==> src/sv/smps_pkg.sv <==
// shared types and codes for the spi master packet sequencer
// no dependencies
package smps_pkg;

   localparam int LENGTH_BITS_DEFAULT = 8;
   localparam logic [7:0] DUMMY_BYTE_RESET = 8'hff;

   localparam logic [1:0] MODE_SEND  = 2'd0;
   localparam logic [1:0] MODE_RECV  = 2'd1;
   localparam logic [1:0] MODE_XCHG  = 2'd2;
   localparam logic [1:0] MODE_EVENT = 2'd3;

   localparam logic [1:0] STATUS_OK         = 2'd0;
   localparam logic [1:0] STATUS_START_BUSY = 2'd1;
   localparam logic [1:0] STATUS_ZERO_LEN   = 2'd2;
   localparam logic [1:0] STATUS_EVENT_IDLE = 2'd3;

   typedef enum logic [3:0] {
      PHASE_IDLE = 4'b0001,
      PHASE_SEND = 4'b0010,
      PHASE_RECV = 4'b0100,
      PHASE_XCHG = 4'b1000
   } phase_type;

   typedef struct packed {
      logic [1:0] mode;
      logic [7:0] length;
      logic [7:0] tx_byte;
      logic [7:0] rx_byte;
   } req_type;

   typedef struct packed {
      logic       send_valid;
      logic [7:0] send_byte;
      logic       store_valid;
      logic [7:0] store_byte;
      logic       select_active;
      logic       busy_res;
      logic       done_res;
      logic [1:0] status;
   } rsp_type;

endpackage

==> src/sv/spi_master_packet_sequencer_top.sv <==
// spi master packet sequencer: packet phase and byte count above a byte shifter
// depends on smps_pkg
//
//   channel  direction  handshake              payload
//   req      in         req_valid / req_stall  smps_pkg::req_type
//   rsp      out        rsp_valid / rsp_stall  smps_pkg::rsp_type
//   csr      in         csr_write_en           8-bit dummy byte
//
// one item per cycle; each result appears in the cycle after its item is taken,
// set by the single result register after the phase and count decision.
// reset is synchronous: phase idle, count zero, dummy byte 0xff.
// a stalled result holds; a new item is still taken in the cycle the held
// result leaves, so only a stall on a full result register stalls the input.
module spi_master_packet_sequencer_top #(
   parameter int LENGTH_BITS = smps_pkg::LENGTH_BITS_DEFAULT
) (
   input  logic              clock,
   input  logic              reset,
   input  logic              req_valid,
   output logic              req_stall,
   input  smps_pkg::req_type req_data,
   output logic              rsp_valid,
   input  logic              rsp_stall,
   output smps_pkg::rsp_type rsp_data,
   input  logic              csr_write_en,
   input  logic [7:0]        csr_write_data
);
   import smps_pkg::*;

   phase_type              phase_ff, phase_in;
   logic [LENGTH_BITS-1:0] remaining_ff, remaining_in;
   logic [7:0]             dummy_ff;
   logic                   rsp_valid_ff, rsp_valid_in;
   rsp_type                rsp_ff, rsp_in;

   logic                   accept;
   logic [LENGTH_BITS+7:0] len_wide;
   logic [LENGTH_BITS-1:0] len_eff;
   logic [LENGTH_BITS-1:0] one_len;

   assign req_stall = rsp_valid_ff && rsp_stall;
   assign accept    = req_valid && !req_stall;
   assign rsp_valid = rsp_valid_ff;
   assign rsp_data  = rsp_ff;

   // only the low LENGTH_BITS bits of the length count
   assign len_wide = {{LENGTH_BITS{1'b0}}, req_data.length};
   assign len_eff  = len_wide[LENGTH_BITS-1:0];
   assign one_len  = {{(LENGTH_BITS-1){1'b0}}, 1'b1};

   always_comb begin
      phase_type  next_phase;
      logic [7:0] out_byte;

      next_phase   = phase_ff;
      remaining_in = remaining_ff;
      rsp_in       = '0;
      out_byte     = req_data.tx_byte;

      if (req_data.mode != MODE_EVENT) begin
         if (phase_ff != PHASE_IDLE) begin
            rsp_in.status = STATUS_START_BUSY;
         end else if (len_eff == '0) begin
            rsp_in.status = STATUS_ZERO_LEN;
         end else begin
            case (req_data.mode)
               MODE_SEND: next_phase = PHASE_SEND;
               MODE_RECV: next_phase = PHASE_RECV;
               default:   next_phase = PHASE_XCHG;
            endcase
            remaining_in = len_eff - one_len;
            if (req_data.mode == MODE_RECV) begin
               out_byte = dummy_ff;
            end
            rsp_in.send_valid = 1'b1;
            rsp_in.send_byte  = out_byte;
         end
      end else begin
         if (phase_ff == PHASE_IDLE) begin
            rsp_in.status = STATUS_EVENT_IDLE;
         end else begin
            if (phase_ff != PHASE_SEND) begin
               rsp_in.store_valid = 1'b1;
               rsp_in.store_byte  = req_data.rx_byte;
            end
            if (remaining_ff != '0) begin
               remaining_in = remaining_ff - one_len;
               if (phase_ff == PHASE_RECV) begin
                  out_byte = dummy_ff;
               end
               rsp_in.send_valid = 1'b1;
               rsp_in.send_byte  = out_byte;
            end else begin
               next_phase      = PHASE_IDLE;
               rsp_in.done_res = 1'b1;
            end
         end
      end

      rsp_in.select_active = (next_phase != PHASE_IDLE);
      rsp_in.busy_res      = (next_phase != PHASE_IDLE);
      phase_in             = next_phase;
   end

   always_comb begin
      rsp_valid_in = rsp_valid_ff;
      if (accept) begin
         rsp_valid_in = 1'b1;
      end else if (!rsp_stall) begin
         rsp_valid_in = 1'b0;
      end
   end

   always_ff @(posedge clock) begin
      if (reset) begin
         phase_ff     <= PHASE_IDLE;
         remaining_ff <= '0;
         dummy_ff     <= DUMMY_BYTE_RESET;
         rsp_valid_ff <= 1'b0;
      end else begin
         rsp_valid_ff <= rsp_valid_in;
         if (accept) begin
            phase_ff     <= phase_in;
            remaining_ff <= remaining_in;
         end
         if (csr_write_en) begin
            dummy_ff <= csr_write_data;
         end
      end
   end

   always_ff @(posedge clock) begin
      if (accept) begin
         rsp_ff <= rsp_in;
      end
   end

endmodule

==> config.mk <==
export PLATFORM = sky130hd
export DESIGN_NAME = spi_master_packet_sequencer_top
export DESIGN_NICKNAME = d
export VERILOG_FILES = /design/src/sv/smps_pkg.sv /design/src/sv/spi_master_packet_sequencer_top.sv
export SDC_FILE = /design/constraint.sdc
export NUM_CORES = 1
export LEC_CHECK = 0
export ABC_AREA = 0
export ABC_CLOCK_PERIOD_IN_PS = 3050
export BUFFER_PORTS_ARGS = -buffer_cell sky130_fd_sc_hd__buf_2
export CAP_MARGIN = 20
export CORE_MARGIN = 2
export CORE_UTILIZATION = 39
export CTS_BUF_LIST = sky130_fd_sc_hd__clkbuf_4
export DETAILED_ROUTE_END_ITERATION = 6
export REMOVE_ABC_BUFFERS = 1
export SLEW_MARGIN = 20
export SYNTH_ARGS = -nofsm -noshare
export SYNTH_HDL_FRONTEND = slang
export SYNTH_SLANG_ARGS = --single-unit
==> constraint.sdc <==
create_clock -name clock -period 3.05 [get_ports clock]
set_input_delay 0.61 -clock clock [delete_from_list [all_inputs] [get_ports clock]]
set_output_delay 0.61 -clock clock [all_outputs]
set_load 0.02 [all_outputs]
Word-level counts from Yosys, hierarchy flattened. Cells that the tools add are included.

Input bits: 39. Output and inout port bits: 25. Logic and storage cells: 61. Bits in registers: 43.

Add/subtract/negate cells: 2. Reductions and logical operators: 10. Multiplexer cells: 26. Eq/ne operators: 11. Bitwise gates (word level): 1.

Operator list (count): $mux W8 (7); $mux W9 (5); $mux W4 (5); $mux W18 (1); $sub A8 B1 Y8 const B (2); $logic_not A8 Y1 (1); $mux W2 (4); $ne A2 B2 Y1 const B (4); $ne A4 B1 Y1 const B (2); $pmux W4 S2 (1); $reduce_bool A8 Y1 (1); $reduce_and A5 Y1 (1); $eq A4 B1 Y1 const B (1); $eq A4 B3 Y1 const B (1); $ne A4 B2 Y1 const B (1); $mux W1 (3); $reduce_or A3 Y1 (1); $eq A2 B1 Y1 const B (1); $logic_and A1 B1 Y1 (2); $logic_not A2 Y1 (1); $ne A2 B1 Y1 const B (1); $reduce_bool A2 Y1 (1); $reduce_or A2 Y1 (1); $logic_not A1 Y1 (1); $not A1 Y1 (1).

Logic depth before layout (Yosys ltp).
Word-level depth: 6. Depth in mapped cells: 10.

Least setup slack after synthesis. OpenSTA, ideal clock, no wires.

Path type: input -> register. From: in req_data[25] (netlist name). To: reg remaining_ff[6]. Arrival: 2436 ps. Stages on the path: 10. Library setup time: 131 ps. Setup slack: 483 ps. Path buffers: 2. Path through: clkbuf_2 > nand2_2 > clkbuf_1 > mux2i_1 > ha_1 > nor3b_1 > a22oi_1 > xnor2_1 > o22ai_1 > nor3_1.

Cells in the longest elaborated chain, start to end: 3.

RTL lines: start, declared (RTL line spi_master_packet_sequencer_top.sv:21) `input smps_pkg::req_type req_data,`; $ne A2 B2 Y1 * (RTL line spi_master_packet_sequencer_top.sv:60) `if (req_data.mode != MODE_EVENT) begin`; $ne A2 B2 Y1 (no source line) or $reduce_bool A2 Y1 (tied branches); $reduce_and A5 Y1 (no source line); end signal, assigned (RTL line spi_master_packet_sequencer_top.sv:124) `remaining_ff <= remaining_in;`; end, declared (RTL line spi_master_packet_sequencer_top.sv:31) `logic [LENGTH_BITS-1:0] remaining_ff, remaining_in;`.

Every way passes the cells marked *; elsewhere a longest branch is shown, timed or not. A chain may end at the register's enable or synchronous reset.

Final worst setup path.
From: reg phase_ff[0]. To: reg remaining_ff[4].

Cells in the longest elaborated chain, start to end: 3.

RTL lines: start, declared (RTL line spi_master_packet_sequencer_top.sv:30) `phase_type phase_ff, phase_in;`; start signal, assigned (RTL line spi_master_packet_sequencer_top.sv:123) `phase_ff <= phase_in;`; $ne A4 B1 Y1 or $eq A4 B1 Y1 (tied branches) (RTL line spi_master_packet_sequencer_top.sv:61, spi_master_packet_sequencer_top.sv:79); $ne A2 B2 Y1 (no source line); $reduce_and A5 Y1 (no source line) *.

Marked as above.

==> flow_metrics.tcl <==
set metrics [dict create \
    grt_usage 0.165 \
    clock_path_buffers 2 \
    path_class "register to register" \
    routed_wl_mm 4.85 \
    ioPinCount 64 \
    fill_cells 544 \
    route.met2.wl_mm 2.21 \
    worstSetupStartpointType "register" \
    yosysUniqueCellTypes 56 \
    cts-resized-gates 0 \
    drcViolationCount 0 \
    clock_sinks 43 \
    status "complete, no violations" \
    cp_data_required_time_ps 3350 \
    dieWidth_um 79.0 \
    die-area_um2 6240 \
    drive_above_1_share 0.333 \
    multi_input_area_um2 1020 \
    synth_top_cell_area_share 0.301 \
    wire_per_inst_um 14.2 \
    period_share 0.806 \
    clock_latency_ps 360 \
    grt_pass1_vias 1688 \
    pre_cts_slack_ps 485 \
    fin_setup_tns_ps 0 \
    avgViaCountPerCell 5.26 \
    tightest_slew_ps 643 \
    synth-seq-cells 43 \
    rr_worst_depth 7 \
    die_h_um 79.0 \
    min_delay_path_depth 2 \
    critPathMaxFanout 7 \
    layout_min_cycle_time_ps 2460 \
    wl_met3_um 338 \
    antenna_found_initial 0 \
    num_antenna_cells 0 \
    synth_area_leaders "edfxtp_1, dfxtp_1, a211o_1" \
    synth.top_cells.by_count "edfxtp_1, dfxtp_1, nor2_1" \
    dr.pass1.iters 4 \
    yosys.cell_count.top_type "edfxtp_1" \
    synth_edf_count 22 \
    ys_seq_area_frac 0.493 \
    wl_met1_mm 2.25 \
    postCtsHoldBufs 0 \
    ir_worst_vdd_mv 0.215 \
    rsz0062_at_grt "no" \
    drt_iter0_markers 113 \
    p_per_area_nw_per_um2 517 \
    port_buffers 63 \
    gp_congestion 0.840 \
    via_count 1798 \
    syn_area_per_cell_um2 10.8 \
    syn_area_um2 2190 \
    regArea_um2 1080 \
    yosysTopAreaCell "edfxtp_1" \
    report.final.slew_viol_count 0 \
    placed_area_um2 2580 \
    num_rows 27 \
    max-cap-violations 0 \
    grt_first_pass_wirelength_mm 8.07 \
    stdcell_area_um2 2640 \
    cts_tree "built" \
    dp.final_hpwl_mm 3.55 \
    synth_flop_cell "edfxtp_1" \
    cp.arrival_ps 2760 \
    p_leak_nw 1.09 \
    overflow 0 \
    finalWorstSetupSlack_ps 593 \
    setup_violations 0 \
    cts_setup_buffers 0 \
    fin_skew_ps 12.0 \
    hold_viol_final 0 \
    syn_inst 203 \
    relSlewSlack 0.569 \
    async_reset_ff_frac 0 \
    htree_num_levels 2 \
    hold_class "primary input to register" \
    synth_warnings 0 \
    grt_start_max_net_pins 28 \
    coreArea_um2 5470 \
    clockRootBuffer "clkbuf_4" \
    area_growth_pct 20.5 \
    path_clk_slew_ps 140 \
    nets 312 \
    fmax_mhz 407 \
    worstSetupEndpointType "register" \
    cts_made_buffers 5 \
    initial_core_util 0.401 \
    route.antenna.remaining_nets 0 \
    top_layer "met4" \
]
-- layer usage --
metal | global-route usage | up-vias
li1 | - | 904
met3 | 0.0477 | 4
met2 | 0.252 | 69
met1 | 0.224 | 821
met4 | 0.0586 | 0
met5 | 0 | -
-- registers in the layout (all words and copies together), names as in the netlist --
name / cells
rsp_data: 22
dummy_ff: 8
remaining_ff: 8
phase_ff: 4
rsp_valid: 1
-- layout make-up --
cell class                      count  area share
Sequential cell                    43       0.409
Multi-Input combinational cell    141       0.386
Timing Repair Buffer               68       0.134
Tap cell                           72      0.0341
Clock buffer                        5      0.0142
Inverter                           10      0.0142
Clock inverter                      3     0.00900
-- through the flow --
step | total power, W | hold slack (ps) | instances | util
after global routing | 0.00146 | 420 | 342 | 0.483
after detailed placement | 0.00109 | 521 | 334 | 0.472
after floorplan | 0.000967 | 467 | 194 | -
after CTS | 0.00139 | 433 | 342 | 0.483
final | 0.00137 | 455 | 342 | 0.483
after global placement | 0.00109 | 515 | 334 | 0.472
-- cells by family after synthesis --
| logic type | synth area share |
|---|---|
| and+or+nand+nor | 0.171 |
| AOI/OAI and AO/OA | 0.246 |
| DFF | 0.493 |
| buffers and inverters | 0.0422 |
| xor gates and xnor gates | 0.0160 |
| adders and majority gates | 0.0228 |
| muxes | 0.00913 |
-- critical path, cell delays in order, from the launching register on --
cell	delay (ps)
dfxtp_1	460
or4b_1	650
ha_1	280
nor2_1	100
nand2_1	190
a21oi_1	410
o21ai_0	170
a21oi_1	150
-- cells in the final DEF, fill, tap and decap left out, types with 3 or more instances in the layout --
cell type / netlist / final
o21ai_0: 6 / 6
a211o_1: 8 / 8
edfxtp_1: 22 / 22
buf_4: 1 / 5
a22oi_1: 4 / 4
nor2b_1: 8 / 8
buf_2: 1 / 63
nand2_1: 10 / 10
ha_1: 4 / 4
nor3_1: 9 / 9
dfxtp_1: 21 / 21
clkbuf_4: 0 / 5
a21oi_1: 10 / 10
nor2_1: 11 / 11
o21ba_2: 3 / 3
o31ai_1: 3 / 3
xnor2_1: 3 / 3
and2_1: 10 / 10
inv_1: 9 / 9
or3_1: 3 / 3
a22o_1: 8 / 8
-- report_power, final --
group	internal [W]	switching, W	total (W)
logic	0.000154	0.000221	0.000375
registers	0.000672	0.0000279	0.000699
clock network	0.0000926	0.000199	0.000291
total	0.000918	0.000447	0.00137
-- worst paths after layout --
path / startpoint / end / slack [ps]
worst max-delay path: phase_ff[0] / remaining_ff[4] / 590
worst max register to register: phase_ff[0] / remaining_ff[4] / 590
worst min-delay path: csr_write_data[0] / dummy_ff[0] / 460
worst min register to register: remaining_ff[3] / remaining_ff[3] / 550
Note: power is estimated with default switching activity, not from simulation.
